[src/rtl/core/ddws_pkg.sv]
// ----------------------------------------------------------------------------
// ddws_pkg
// Shared types, constants and fixed-point helpers for the wheel speed unit.
// ----------------------------------------------------------------------------
`default_nettype none

package ddws_pkg;

  localparam int unsigned SpeedW  = 24;
  localparam int unsigned HsepW   = 20;
  localparam int unsigned InvRW   = 24;
  localparam int unsigned LimW    = 23;
  localparam int unsigned AgeW    = 16;
  localparam int unsigned CfgIdxW = 2;
  localparam int unsigned CfgW    = 24;

  // multiplier operand and product widths
  localparam int unsigned OpAW    = 30;
  localparam int unsigned OpBW    = 25;
  localparam int unsigned ProdW   = OpAW + OpBW;
  localparam int unsigned RndW    = ProdW - 16;
  localparam int unsigned TermW   = 29;

  localparam logic [CfgIdxW-1:0] RegHalfSep  = 2'd0;
  localparam logic [CfgIdxW-1:0] RegInvRad   = 2'd1;
  localparam logic [CfgIdxW-1:0] RegLimit    = 2'd2;
  localparam logic [CfgIdxW-1:0] RegTimeout  = 2'd3;

  localparam logic [HsepW-1:0] HalfSepReset = 20'd9830;
  localparam logic [InvRW-1:0] InvRadReset  = 24'd1310720;
  localparam logic [LimW-1:0]  LimitReset   = 23'd655360;
  localparam logic [AgeW-1:0]  TimeoutReset = 16'd4;
  localparam logic [AgeW-1:0]  AgeMax       = 16'hFFFF;

  localparam logic FuncCmd  = 1'b0;
  localparam logic FuncTick = 1'b1;

  localparam logic CauseCmd  = 1'b0;
  localparam logic CauseStop = 1'b1;

  localparam logic signed [RndW-1:0] QMax = 39'sd8388607;
  localparam logic signed [RndW-1:0] QMin = -39'sd8388608;

  typedef struct packed {
    logic                     func;
    logic signed [SpeedW-1:0] linear_speed;
    logic signed [SpeedW-1:0] turn_rate;
  } in_item_t;

  typedef struct packed {
    logic signed [SpeedW-1:0] left_speed;
    logic signed [SpeedW-1:0] right_speed;
    logic                     cause;
  } out_item_t;

  typedef struct packed {
    logic cmd;
    logic tick;
  } wdog_ctl_t;

  // Q.32 to Q.16, round half up
  function automatic logic signed [RndW-1:0] rnd_q16(input logic signed [ProdW-1:0] x);
    logic signed [ProdW-1:0] s;
    s = x + ProdW'(32768);
    return s[ProdW-1:16];
  endfunction

  function automatic logic signed [SpeedW-1:0] clamp_speed(
    input logic signed [RndW-1:0] x,
    input logic        [LimW-1:0] lim
  );
    logic signed [RndW-1:0] hi;
    logic signed [RndW-1:0] lo;
    logic signed [RndW-1:0] y;
    if (lim != '0) begin
      hi = signed'({{(RndW-LimW){1'b0}}, lim});
      lo = -hi;
    end else begin
      hi = QMax;
      lo = QMin;
    end
    if (x > hi) begin
      y = hi;
    end else if (x < lo) begin
      y = lo;
    end else begin
      y = x;
    end
    return y[SpeedW-1:0];
  endfunction

endpackage

`default_nettype wire

[src/rtl/core/ddws_wdog.sv]
// ----------------------------------------------------------------------------
// ddws_wdog
// Command age counter and stopped flag; flags the tick that fires the stop.
// ----------------------------------------------------------------------------
`default_nettype none

module ddws_wdog (
  input  wire logic                           clk,
  input  wire logic                           rst,
  input  wire ddws_pkg::wdog_ctl_t            ctl,
  input  wire logic [ddws_pkg::AgeW-1:0]      timeout,
  output      logic                           fire
);

  logic [ddws_pkg::AgeW-1:0] age;
  logic [ddws_pkg::AgeW-1:0] age_next;
  logic                      stopped;

  assign age_next = (age == ddws_pkg::AgeMax) ? age : age + 1'b1;
  assign fire     = ctl.tick && (timeout != '0) && (age_next > timeout) && !stopped;

  always_ff @(posedge clk) begin
    if (rst) begin
      age     <= '0;
      stopped <= 1'b1;
    end else if (ctl.cmd) begin
      age     <= '0;
      stopped <= 1'b0;
    end else if (ctl.tick) begin
      age <= age_next;
      if (fire) begin
        stopped <= 1'b1;
      end
    end
  end

endmodule

`default_nettype wire
[config.mk]
export PLATFORM = sky130hd
export DESIGN_NAME = ddws_wdog
export DESIGN_NICKNAME = d
export VERILOG_FILES = /design/src/rtl/core/ddws_pkg.sv /design/src/rtl/core/ddws_wdog.sv
export SDC_FILE = /design/constraint.sdc
export NUM_CORES = 1
export LEC_CHECK = 0
export BUFFER_PORTS_ARGS = -buffer_cell sky130_fd_sc_hd__buf_4
export CAP_MARGIN = 20
export CORE_ASPECT_RATIO = 1.1
export CORE_MARGIN = 10
export CORE_UTILIZATION = 54
export DETAILED_ROUTE_END_ITERATION = 10
export PLACE_DENSITY = 0.75
export RECOVER_POWER = 100
export SYNTH_ARGS = -nofsm -noshare
export SYNTH_HDL_FRONTEND = slang
export SYNTH_SLANG_ARGS = --single-unit
[constraint.sdc]
create_clock -name clk -period 4.85 [get_ports clk]
set_clock_uncertainty 0.1 [all_clocks]
set_input_delay 1.455 -clock clk [delete_from_list [all_inputs] [get_ports clk]]
set_output_delay 1.455 -clock clk [all_outputs]
set_load 0.01 [all_outputs]
Word-level counts from Yosys, hierarchy flattened

Index checks and enable logic that the tools add are counted.

Register bits: 17
Output and inout port bits: 1

Reduce and logical (&&, ||, !) cells: 9
Add/sub/neg operators: 1
Multiplexer cells: 4
Equality and inequality tests: 1
Magnitude comparators: 1

Operators by type and width:

| kind                  | count |
|---|---|
| $add 16x1->16 const B | 1 |
| $eq 16x16->1 const B  | 1 |
| $gt 16x16->1          | 1 |
| $mux 16               | 1 |
| $reduce_bool 16->1    | 1 |
| $reduce_bool 2->1     | 2 |
| $logic_and 1x1->1     | 3 |
| $mux 1                | 3 |
| $reduce_and 2->1      | 1 |
| $reduce_or 2->1       | 1 |
| $logic_not 1->1       | 1 |

Logic depth before layout (Yosys ltp)

Depth after elaboration: 8
Mapped depth: 13
Gate-level depth less buffers: 12

Worst setup path before layout

OpenSTA, ideal clock, no wires.

Kind: flip-flop to output port
Start: reg age[0] in the netlist's numbering
End: out fire
Setup slack: 0.508 ns
Arrival time: 2.787 ns
Cell stages (with the launch flop): 12
Path through: dfxtp_1 -> ha_1 -> and3_1 -> clkbuf_1 -> nand2_1 -> nor3_1 -> mux2_2 -> ha_1 -> nand4_1 -> a2111oi_0 -> nor4_1 -> nor3_1

Cells in the longest elaborated chain, start to end: 5

RTL lines:

| element                                              | RTL line        | source |
|---|---|---|
| from (decl)                                          | ddws_wdog.sv:15 | `logic [ddws_pkg::AgeW-1:0] age;` |
| from (signal assigned)                               | ddws_wdog.sv:30 | `age <= age_next;` |
| $add 16x1->16 / $eq 16x16->1 (equally long branches) | ddws_wdog.sv:19 | `assign age_next = (age == ddws_pkg::AgeMax) ? age : age + 1'b1;` |
| $mux 16 (*)                                          | ddws_wdog.sv:19 |  |
| named net age_next, one bit                          | ddws_wdog.sv:16 | `logic [ddws_pkg::AgeW-1:0] age_next;` |
| $gt 16x16->1 (*)                                     | ddws_wdog.sv:20 | `assign fire = ctl.tick && (timeout != '0) && (age_next > timeout) && !stopped;` |
| $logic_and 1x1->1 (*) (2 in a row)                   | ddws_wdog.sv:20 |  |
| to (decl)                                            | ddws_wdog.sv:12 | `output logic fire` |

Mark *: on every way through the listed nets, which the timed path passes. The rest lies on a longest branch.

Final worst setup path

Start: reg age[1] in the netlist's numbering
End: out fire

The elaborated chain is that of the path after synthesis.

==> metrics.txt <==
vias 1686; Most used DFF post-synth dfxtp_1; Mapped Cells 197; Power Dens Cells 124 mW/mm²; die footprint 0.00545 mm²; required time worst endpoint 3.29 ns; maxcap violations 0; H-tree depth 1; Cell variety after synth 46; Int Pwr 192 µW; slowest CP cell or4_4; clk root buf clkbuf_4; Leak Pwr 0.000962 µW; wire length per cell 18.1 µm; synthesized net count 234; Layout area overhead 35.6%; status complete, no violations; GPL Wtd Cong 0.876; Slew headroom 38.4%; Peak supply drop 0.000134 V; Worst setup EP type primary output; crit path cell chain ha_4 > nand3_4 > or3_4 > nor2_4 > buf_6 > nor3_1 > xor2_1 > ha_1 > nand4_1 > or4_4 > nand3_2 > nor3_2 > buf_4; Sw Share 27.0%; Final nets 274; Clk pwr share 29.5%; crit-path max cell delay 0.52 ns; CTS tree yes; ANT cells 0; final period utilization 98.0%; Pwr Total 263 µW; Post-Syn Area 0.00157 mm²; clock input transition at the sequential cells of the worst setup and hold paths 0.10 ns; final hold viol count 0; Yosys top cell area share 21.7%; WL final 4870 µm; vias per cell 6.27; Clock Sinks 17; dpl cells 246; Setup-failing EPs final 0; switching power 71.0 µW; crit path buf inv count 2; main area contributors after synthesis dfxtp_1, ha_1, xnor2_1, nor2_1, inv_1; initial DRC count 126; CP top delay family simple AND/OR/NAND/NOR gates; non-filler cells in the finished layout 269; Critical Path AT 3.20 ns; Rows 20; number of global-route vias before repair 1564; Antenna Nets Post-Route 0; largest net degree at the start of global routing 17; Max Clk Rate 0.210 GHz; Max clock buf depth 2; Mean Syn Cell Area 7.95 µm²; minimum clock period 4.75 ns; grt total ovfl 0; Setup crit start kind flop; most frequent cell after synthesis nor2_1; # fillers 191; Clk Latency, worst-skew pair 0.30 ns; register area share after synthesis 21.7%; Synth async-reset ratio 0%; Slew @ Worst Pin 0.924 ns; number of I/O pins 21; IO Port Bufs 20; fraction of layout cells with a size suffix above 1 36.0%; antenna violations before repair 0; Synth top cells by count nor2_1, inv_1, dfxtp_1, ha_1, a21oi_1; CTS Buf Count 3; die width 71.3 µm; DP HPWL 3190 µm; Reg power frac 53.4%; drt first pass iters 4; drt drc 0; number of flops mapped to enable cells by yosys 0; CP max FO 5; dominant cell type by area after synthesis dfxtp_1; core area 0.00278 mm²; min-delay worst type reg -> reg; Comb power frac 17.1%; Slew Viols, Final 0; first-pass GRT wire length 7070 µm; kind of critical path reg -> out; yosys warns 0; Seq cells post-synth 17; gr usage total 15.2%; Starting Density 56.4%; die height 76.5 µm
## cell usage in the layout (no fill, tap or decap), types with 2 or more instances in the layout
cell type,netlist,layout
clkbuf_1,5,2
a2111oi_2,2,2
o211ai_1,2,2
buf_4,1,39
nand3_1,11,9
ha_4,0,2
nor3_4,0,2
nor4_1,5,4
clkbuf_4,0,3
nand4_1,10,10
mux2i_1,2,2
and4_1,2,2
nor3_1,6,2
mux2_2,3,3
nor3_2,1,3
dfxtp_1,17,9
xnor2_1,11,11
inv_1,19,19
nand2_1,10,7
a21o_1,3,3
a21oi_1,12,11
nand2_2,2,4
ha_1,17,15
a211oi_1,3,3
xor2_1,8,8
nor4_4,1,2
nor2_1,20,19
dfxtp_4,0,4
buf_6,1,2
dfxtp_2,0,4
## registers in the layout (all words and copies together), names as in the netlist
signal,cells
age,16
stopped,1
## metal layers
layer	GRT usage (%)	share of wire (%)
met1	17.7	38
met2	25.8	53
met3	3.52	5.3
met4	5.43	3.5
met5	0	0
## power groups by stage
stage / Sequential (µW) / Combinational (µW) / Clock (µW)
after CTS: 142 / 38.0 / 77.7
after detailed placement: 145 / 37.4 / 0
after global routing: 140 / 49.9 / 86.8
after global placement: 145 / 35.3 / 0
after floorplan: 145 / 18.2 / 0
final: 140 / 45.0 / 77.5
## through the flow
step,setup slack (ns),utilization (%),setup TNS [ns],hold slack [ns],cell area [µm²]
after floorplan,0.508,-,0,0.333,1570
after global placement,0.200,62.8,0,0.352,1750
after detailed placement,0.0765,62.8,0,0.359,1750
after CTS,0.00929,65.5,0,0.394,1820
after global routing,-0.0491,76.4,-0.0491,0.439,2120
final,0.0983,76.4,0,0.412,2120
## path summary, 6_finish.rpt
kind,startpoint,endpoint,slack [ns],cells past startpoint
min,stopped,stopped,0.41,2
max reg2reg,age[1],stopped,1.78,12
min reg2reg,stopped,stopped,0.41,2
max,age[1],fire,0.1,13
## kinds of logic after synthesis
kind of cell / share of synthesized area [%]
simple gates: 27.9
compound gates: 15.5
buf+inv: 7.19
xor+xnor: 10.6
fa+ha+maj: 13.6
flops: 21.7
mux: 3.44
## worst register-to-register path, cell delays in order, from the launching register on
cell and delay, ns:
dfxtp_4 0.39, ha_4 0.18, and3_4 0.26, nand2_2 0.10, nor3_4 0.21, mux2_2 0.38
ha_1 0.31, nand4_1 0.09, buf_4 0.17, a2111oi_4 0.37, nor4_4 0.10, buf_4 0.14
o31ai_1 0.21
## what timing repair did
item,4_1_cts,5_1_grt
setup buffers,2,17
endpoints found under the setup margin,1,1
resized for setup,10,38
pin swaps,2,22
hold buffers,0,0
## area by class of cell
cell class              count  area, µm²  area share [%]
repair buffers             43        323            15.2
flip-flops and latches     17        360            17.0
inverters                  19       71.3            3.36
clock inverters             1       5.00           0.236
well taps                  33       41.3            1.95
clock buffers               3       22.5            1.06
multi-input cells         153       1300            61.2
No activity file was read; power rests on OpenSTA's default activity.
