--- src/rtl/core/ddws_pkg.sv ---
// ----------------------------------------------------------------------------
// ddws_pkg
// Shared types, constants and fixed-point helpers for the wheel speed unit.
// ----------------------------------------------------------------------------
`default_nettype none

package ddws_pkg;

  localparam int unsigned SpeedW  = 24;
  localparam int unsigned HsepW   = 20;
  localparam int unsigned InvRW   = 24;
  localparam int unsigned LimW    = 23;
  localparam int unsigned AgeW    = 16;
  localparam int unsigned CfgIdxW = 2;
  localparam int unsigned CfgW    = 24;

  // multiplier operand and product widths
  localparam int unsigned OpAW    = 30;
  localparam int unsigned OpBW    = 25;
  localparam int unsigned ProdW   = OpAW + OpBW;
  localparam int unsigned RndW    = ProdW - 16;
  localparam int unsigned TermW   = 29;

  localparam logic [CfgIdxW-1:0] RegHalfSep  = 2'd0;
  localparam logic [CfgIdxW-1:0] RegInvRad   = 2'd1;
  localparam logic [CfgIdxW-1:0] RegLimit    = 2'd2;
  localparam logic [CfgIdxW-1:0] RegTimeout  = 2'd3;

  localparam logic [HsepW-1:0] HalfSepReset = 20'd9830;
  localparam logic [InvRW-1:0] InvRadReset  = 24'd1310720;
  localparam logic [LimW-1:0]  LimitReset   = 23'd655360;
  localparam logic [AgeW-1:0]  TimeoutReset = 16'd4;
  localparam logic [AgeW-1:0]  AgeMax       = 16'hFFFF;

  localparam logic FuncCmd  = 1'b0;
  localparam logic FuncTick = 1'b1;

  localparam logic CauseCmd  = 1'b0;
  localparam logic CauseStop = 1'b1;

  localparam logic signed [RndW-1:0] QMax = 39'sd8388607;
  localparam logic signed [RndW-1:0] QMin = -39'sd8388608;

  typedef struct packed {
    logic                     func;
    logic signed [SpeedW-1:0] linear_speed;
    logic signed [SpeedW-1:0] turn_rate;
  } in_item_t;

  typedef struct packed {
    logic signed [SpeedW-1:0] left_speed;
    logic signed [SpeedW-1:0] right_speed;
    logic                     cause;
  } out_item_t;

  typedef struct packed {
    logic cmd;
    logic tick;
  } wdog_ctl_t;

  // Q.32 to Q.16, round half up
  function automatic logic signed [RndW-1:0] rnd_q16(input logic signed [ProdW-1:0] x);
    logic signed [ProdW-1:0] s;
    s = x + ProdW'(32768);
    return s[ProdW-1:16];
  endfunction

  function automatic logic signed [SpeedW-1:0] clamp_speed(
    input logic signed [RndW-1:0] x,
    input logic        [LimW-1:0] lim
  );
    logic signed [RndW-1:0] hi;
    logic signed [RndW-1:0] lo;
    logic signed [RndW-1:0] y;
    if (lim != '0) begin
      hi = signed'({{(RndW-LimW){1'b0}}, lim});
      lo = -hi;
    end else begin
      hi = QMax;
      lo = QMin;
    end
    if (x > hi) begin
      y = hi;
    end else if (x < lo) begin
      y = lo;
    end else begin
      y = x;
    end
    return y[SpeedW-1:0];
  endfunction

endpackage

`default_nettype wire

--- src/rtl/core/ddws_mul.sv ---
// ----------------------------------------------------------------------------
// ddws_mul
// Shared signed multiplier with a registered product.
// ----------------------------------------------------------------------------
`default_nettype none

module ddws_mul (
  input  wire logic                                clk,
  input  wire logic                                en,
  input  wire logic signed [ddws_pkg::OpAW-1:0]    op_a,
  input  wire logic signed [ddws_pkg::OpBW-1:0]    op_b,
  output      logic signed [ddws_pkg::ProdW-1:0]   prod
);

  always_ff @(posedge clk) begin
    if (en) begin
      prod <= ddws_pkg::ProdW'(op_a) * ddws_pkg::ProdW'(op_b);
    end
  end

endmodule

`default_nettype wire

--- config.mk ---
export PLATFORM = sky130hd
export DESIGN_NAME = ddws_mul
export DESIGN_NICKNAME = d
export VERILOG_FILES = /design/src/rtl/core/ddws_pkg.sv /design/src/rtl/core/ddws_mul.sv
export SDC_FILE = /design/constraint.sdc
export NUM_CORES = 2
export LEC_CHECK = 0
export ABC_CLOCK_PERIOD_IN_PS = 15000
export BUFFER_PORTS_ARGS = -buffer_cell sky130_fd_sc_hd__buf_2
export CAP_MARGIN = 20
export CELL_PAD_IN_SITES_DETAIL_PLACEMENT = 0
export CELL_PAD_IN_SITES_GLOBAL_PLACEMENT = 1
export CORE_UTILIZATION = 55
export CTS_CLUSTER_DIAMETER = 150
export CTS_CLUSTER_SIZE = 30
export DETAILED_ROUTE_END_ITERATION = 6
export HOLD_SLACK_MARGIN = 0.02
export PLACE_DENSITY = 0.95
export SETUP_SLACK_MARGIN = 0.5
export SYNTH_ARGS = -nofsm -noshare
export SYNTH_HDL_FRONTEND = slang
export SYNTH_SLANG_ARGS = --single-unit
export TNS_END_PERCENT = 50
--- constraint.sdc ---
create_clock -name clk -period 15 [get_ports clk]
set_input_delay 0.75 -clock clk [delete_from_list [all_inputs] [get_ports clk]]
set_output_delay 0.75 -clock clk [all_outputs]
set_load 0.1 [all_outputs]
### Yosys cells after proc, flatten, opt, wreduce, memory -nomap -nowiden

Index checks and enable logic that the tools add are counted.

| word-level totals | value |
|---|---|
| input bits | 57 |
| logic and storage cells | 2 |
| output and inout port bits | 55 |
| register bits after elaboration | 55 |

| operators by class | value |
|---|---|
| multiply operators | 1 |

Operators with widths:

| kind | count |
|---|---|
| 30-bit by 25-bit multiplier with 55-bit output | 1 |

### Logic depth before layout (Yosys ltp)

| logic depth | value |
|---|---|
| word-level depth | 1 |
| depth in mapped cells | 26 |
| mapped depth without buffers | 25 |

### Worst setup path after synthesis

No wires, ideal clock.

| path | value |
|---|---|
| path type | input -> register |
| start point | input op_a[29] (netlist name) |
| end point | register prod[54] (netlist name) (data pin) |
| data required time | 14.744 ns |
| stages | 22 |
| slack | 7.433 ns |
| path buffers | 1 |
| data arrival time | 7.312 ns |
| cell sequence | clkbuf_1 > nand2_1 > inv_1 > fa_1 > fa_1 > inv_1 > fa_1 > fa_1 > fa_1 > fa_1 > fa_1 > inv_1 > ha_1 > a21oi_1 > o2111ai_1 > a21o_1 > a31o_1 > a31oi_4 > o21ai_2 > a311o_1 > or4_1 > and4_1 |

| between the ends | value |
|---|---|
| longest elaborated chain between the ends | 1 |

RTL lines:

| item | RTL line | source |
|---|---|---|
| start: declaration | ddws_mul.sv:10 | `input wire logic signed [ddws_pkg::OpAW-1:0] op_a,` |
| 30-bit by 25-bit multiplier with 55-bit output | ddws_mul.sv:17 | `prod <= ddws_pkg::ProdW'(op_a) * ddws_pkg::ProdW'(op_b);` |
| end signal: assignment | ddws_mul.sv:17 |  |
| end: declaration | ddws_mul.sv:12 | `output logic signed [ddws_pkg::ProdW-1:0] prod` |

Every way passes these cells.
A chain may end at the register's enable or synchronous reset.

### Worst setup path in the final report

| path | value |
|---|---|
| start point | input op_b[1] (netlist name) |
| end point | register prod[52] (netlist name) (data pin) |

| between the ends | value |
|---|---|
| longest elaborated chain between the ends | 1 |

RTL lines:

| item | RTL line | source |
|---|---|---|
| start: declaration | ddws_mul.sv:11 | `input wire logic signed [ddws_pkg::OpBW-1:0] op_b,` |
| 30-bit by 25-bit multiplier with 55-bit output | ddws_mul.sv:17 |  |

Every way passes these cells.

==> results.py <==
metrics = {
    "run_status": {
        "status": "finished, final reports clean",
    },
    "sta": {
        "drv_slew": 0,
        "worst_pin_slew_ns": 0.863,
        "final.setup.tns_ns": 0,
        "setup_viol": 0,
        "rsz0062_at_grt": "no",
        "finalHoldViolCount": 0,
        "maxSlewHeadroom": 0.423,
        "fmax_ghz": 0.123,
        "post-route-period-util": 0.540,
        "timing.final.crit_period_ns": 8.10,
    },
    "global_route": {
        "grtUsageTotal": 0.282,
        "grt_pass1_vias": 22500,
        "grt_pass1_wl_mm": 115,
        "gr-total-overflow": 0,
        "grt_max_degree": 56,
        "antenna_found_initial": 2,
    },
    "final_layout": {
        "largestRegisters": "prod (55)",
        "fin_nets": 3907,
        "largest_reg_flops": 55,
        "largest-register": "prod",
        "area_delta_synth_final_pct": 3.52,
        "drive_above_1_share": 0.0458,
        "n_fill_cell": 4321,
        "final_common_cell": "fa_1",
        "layout_common_cells": "fa_1, inv_1, nand2_1, and2_1, ha_1",
    },
    "yosys": {
        "async_reset_ff_frac": 0,
        "synth.area.top_cells": "fa_1, inv_1, and2_1, ha_1, edfxtp_1",
        "yosys.area.top_type_share": 0.547,
        "syn_area_per_cell_um2": 9.59,
        "synthCells": 2952,
        "synth.distinct_cells": 58,
        "synth_seq_cells": 55,
        "synth_edf_count": 55,
        "synth_area_leader_cell": "fa_1",
        "synth_top_flop_cell": "edfxtp_1",
        "netlist_area_um2": 28300,
        "syn_nets": 3933,
        "ys_warn_count": 0,
        "yosysSeqAreaShare": 0.0583,
    },
    "worst_setup_path": {
        "crit_path_max_incr_delay_ns": 1.05,
        "endpoint_kind": "flop",
        "critPathBufInv": 4,
        "crit_path_frequent_cell": "fa_1",
        "cp_max_fo": 30,
        "startpoint": "op_b[1]",
        "path_delay_family": "adder cells",
        "slowest_stage": "fa_1",
        "start_kind": "primary input",
        "critical_path_cell_count": 20,
        "crit_type": "primary input to flop",
        "path_cells": "buf_2 > nand2_1 > inv_1 > fa_1 > fa_1 > fa_1 > inv_1 > fa_1 > inv_1 > fa_1 > fa_1 > ha_1 > nand4_1 > or4_1 > nor4_2 > a31oi_4 > o211ai_1 > a31oi_1 > o21ai_0 > xnor2_1",
        "critPathRequiredTime_ns": 15.05,
        "crit_end": "prod[52]",
        "worst-endpoint-arrival_ns": 8.15,
    },
    "route": {
        "num_vias": 19900,
        "drc_errors": 0,
        "antenna_left": 0,
        "routed_wl_mm": 70.1,
        "via_per_inst": 5.52,
        "post_drt_wl_per_cell_um": 19.5,
        "drtIter0Drc": 1272,
        "drt-pass1-iter-count": 5,
    },
    "floorplan": {
        "fp.dieW_um": 229,
        "core-area_um2": 50500,
        "std_cell_rows": 82,
        "chipHeight_um": 229,
        "initial_core_util": 0.561,
        "top_level_ports": 112,
        "die-area_um2": 52400,
    },
    "run": {
        "drv_cap": 0,
    },
    "clocking": {
        "cts_tree": "built",
        "cts_root_buf": "clkbuf_16",
        "cts_max_level": 2,
        "postCtsSetupBuffers": 0,
        "path_clk_slew_ns": 0.07,
        "clockBufferDepth": 2,
        "numCtsBuffers": 5,
        "hold_buffers": 0,
        "ctsResizeCount": 0,
        "cts.sinks": 55,
    },
    "placed_design": {
        "gp_congestion": 0.926,
        "port_buffers": 111,
        "hpwl_mm": 56.9,
    },
    "min_path": {
        "min_path_type": "primary input to flop",
    },
}
Yosys cell counts (5+ instances only):
| cell | instances |
|---|---|
| o21bai_1 | 9 |
| o21ai_0 | 14 |
| nand4_1 | 5 |
| nand2_1 | 395 |
| a31oi_1 | 6 |
| nor3_1 | 6 |
| edfxtp_1 | 55 |
| a21oi_1 | 52 |
| ha_1 | 151 |
| and3_1 | 6 |
| clkbuf_1 | 139 |
| inv_1 | 753 |
| a21o_1 | 17 |
| xnor2_1 | 48 |
| and2_1 | 362 |
| nor2_1 | 24 |
| nor2b_1 | 26 |
| nand2b_1 | 12 |
| fa_1 | 773 |
| nand3_1 | 16 |
| o211ai_1 | 6 |
| xor2_1 | 12 |
| o21a_1 | 6 |
final cells by class:
cell class                 instances  area [um2]  area share
timing repair buffer             112         563      0.0192
multi-input combinational       1999       23300       0.794
antenna                            1        2.50   0.0000854
sequential                        55        1650      0.0563
clock buffer                       5         125     0.00427
clock inverter                     3        23.8    0.000811
inverter                         753        2830      0.0964
tap                              672         841      0.0287
layer usage:
| metal | track usage | vias to the layer above | part of all wire | routed length [um] |
|---|---|---|---|---|
| met5 | 0 | - | 0.00041 | 29 |
| met4 | 0.145 | 4 | 0.060 | 4180 |
| met3 | 0.0357 | 229 | 0.057 | 4030 |
| met2 | 0.514 | 785 | 0.54 | 37600 |
| met1 | 0.323 | 10400 | 0.35 | 24300 |
| li1 | - | 8408 | - | - |
metrics by stage:
| step | util | cell area (um2) | hold slack (ns) | setup slack [ns] | std cells |
|---|---|---|---|---|---|
| floorplan | - | 28300 | 0.862 | 7.43 | 2952 |
| global placement | 0.578 | 29200 | 1.38 | 6.82 | 3591 |
| detailed placement | 0.578 | 29200 | 1.37 | 6.68 | 3591 |
| CTS | 0.581 | 29300 | 1.13 | 6.96 | 3599 |
| global route | 0.581 | 29300 | 1.15 | 6.53 | 3599 |
| finish | 0.581 | 29300 | 1.11 | 6.90 | 3600 |
how the worst min path moves through the flow:
stage / from / endpoint / slack (ns) / cells after the start
after floorplan: en / prod[0] / 0.86 / 0
after global placement: prod[17] / prod[17] / 1.38 / 1
after detailed placement: prod[17] / prod[17] / 1.37 / 1
after CTS: op_a[0] / prod[0] / 1.13 / 2
after global routing: op_a[0] / prod[0] / 1.15 / 2
final: en / prod[54] / 1.11 / 2
kinds of logic after synthesis:
| logic type | share of synthesized area |
|---|---|
| multiplexers | 0.000751 |
| XOR/XNOR | 0.0186 |
| AND/OR/NAND/NOR | 0.154 |
| AO/OA/AOI/OAI | 0.0357 |
| flip-flops | 0.0583 |
| buffers and inverters | 0.120 |
| adder cells (fa/ha/maj) | 0.613 |
Power is not shown: default switching activity piles up to over one toggle a cycle in this logic, so the estimate is an artifact.
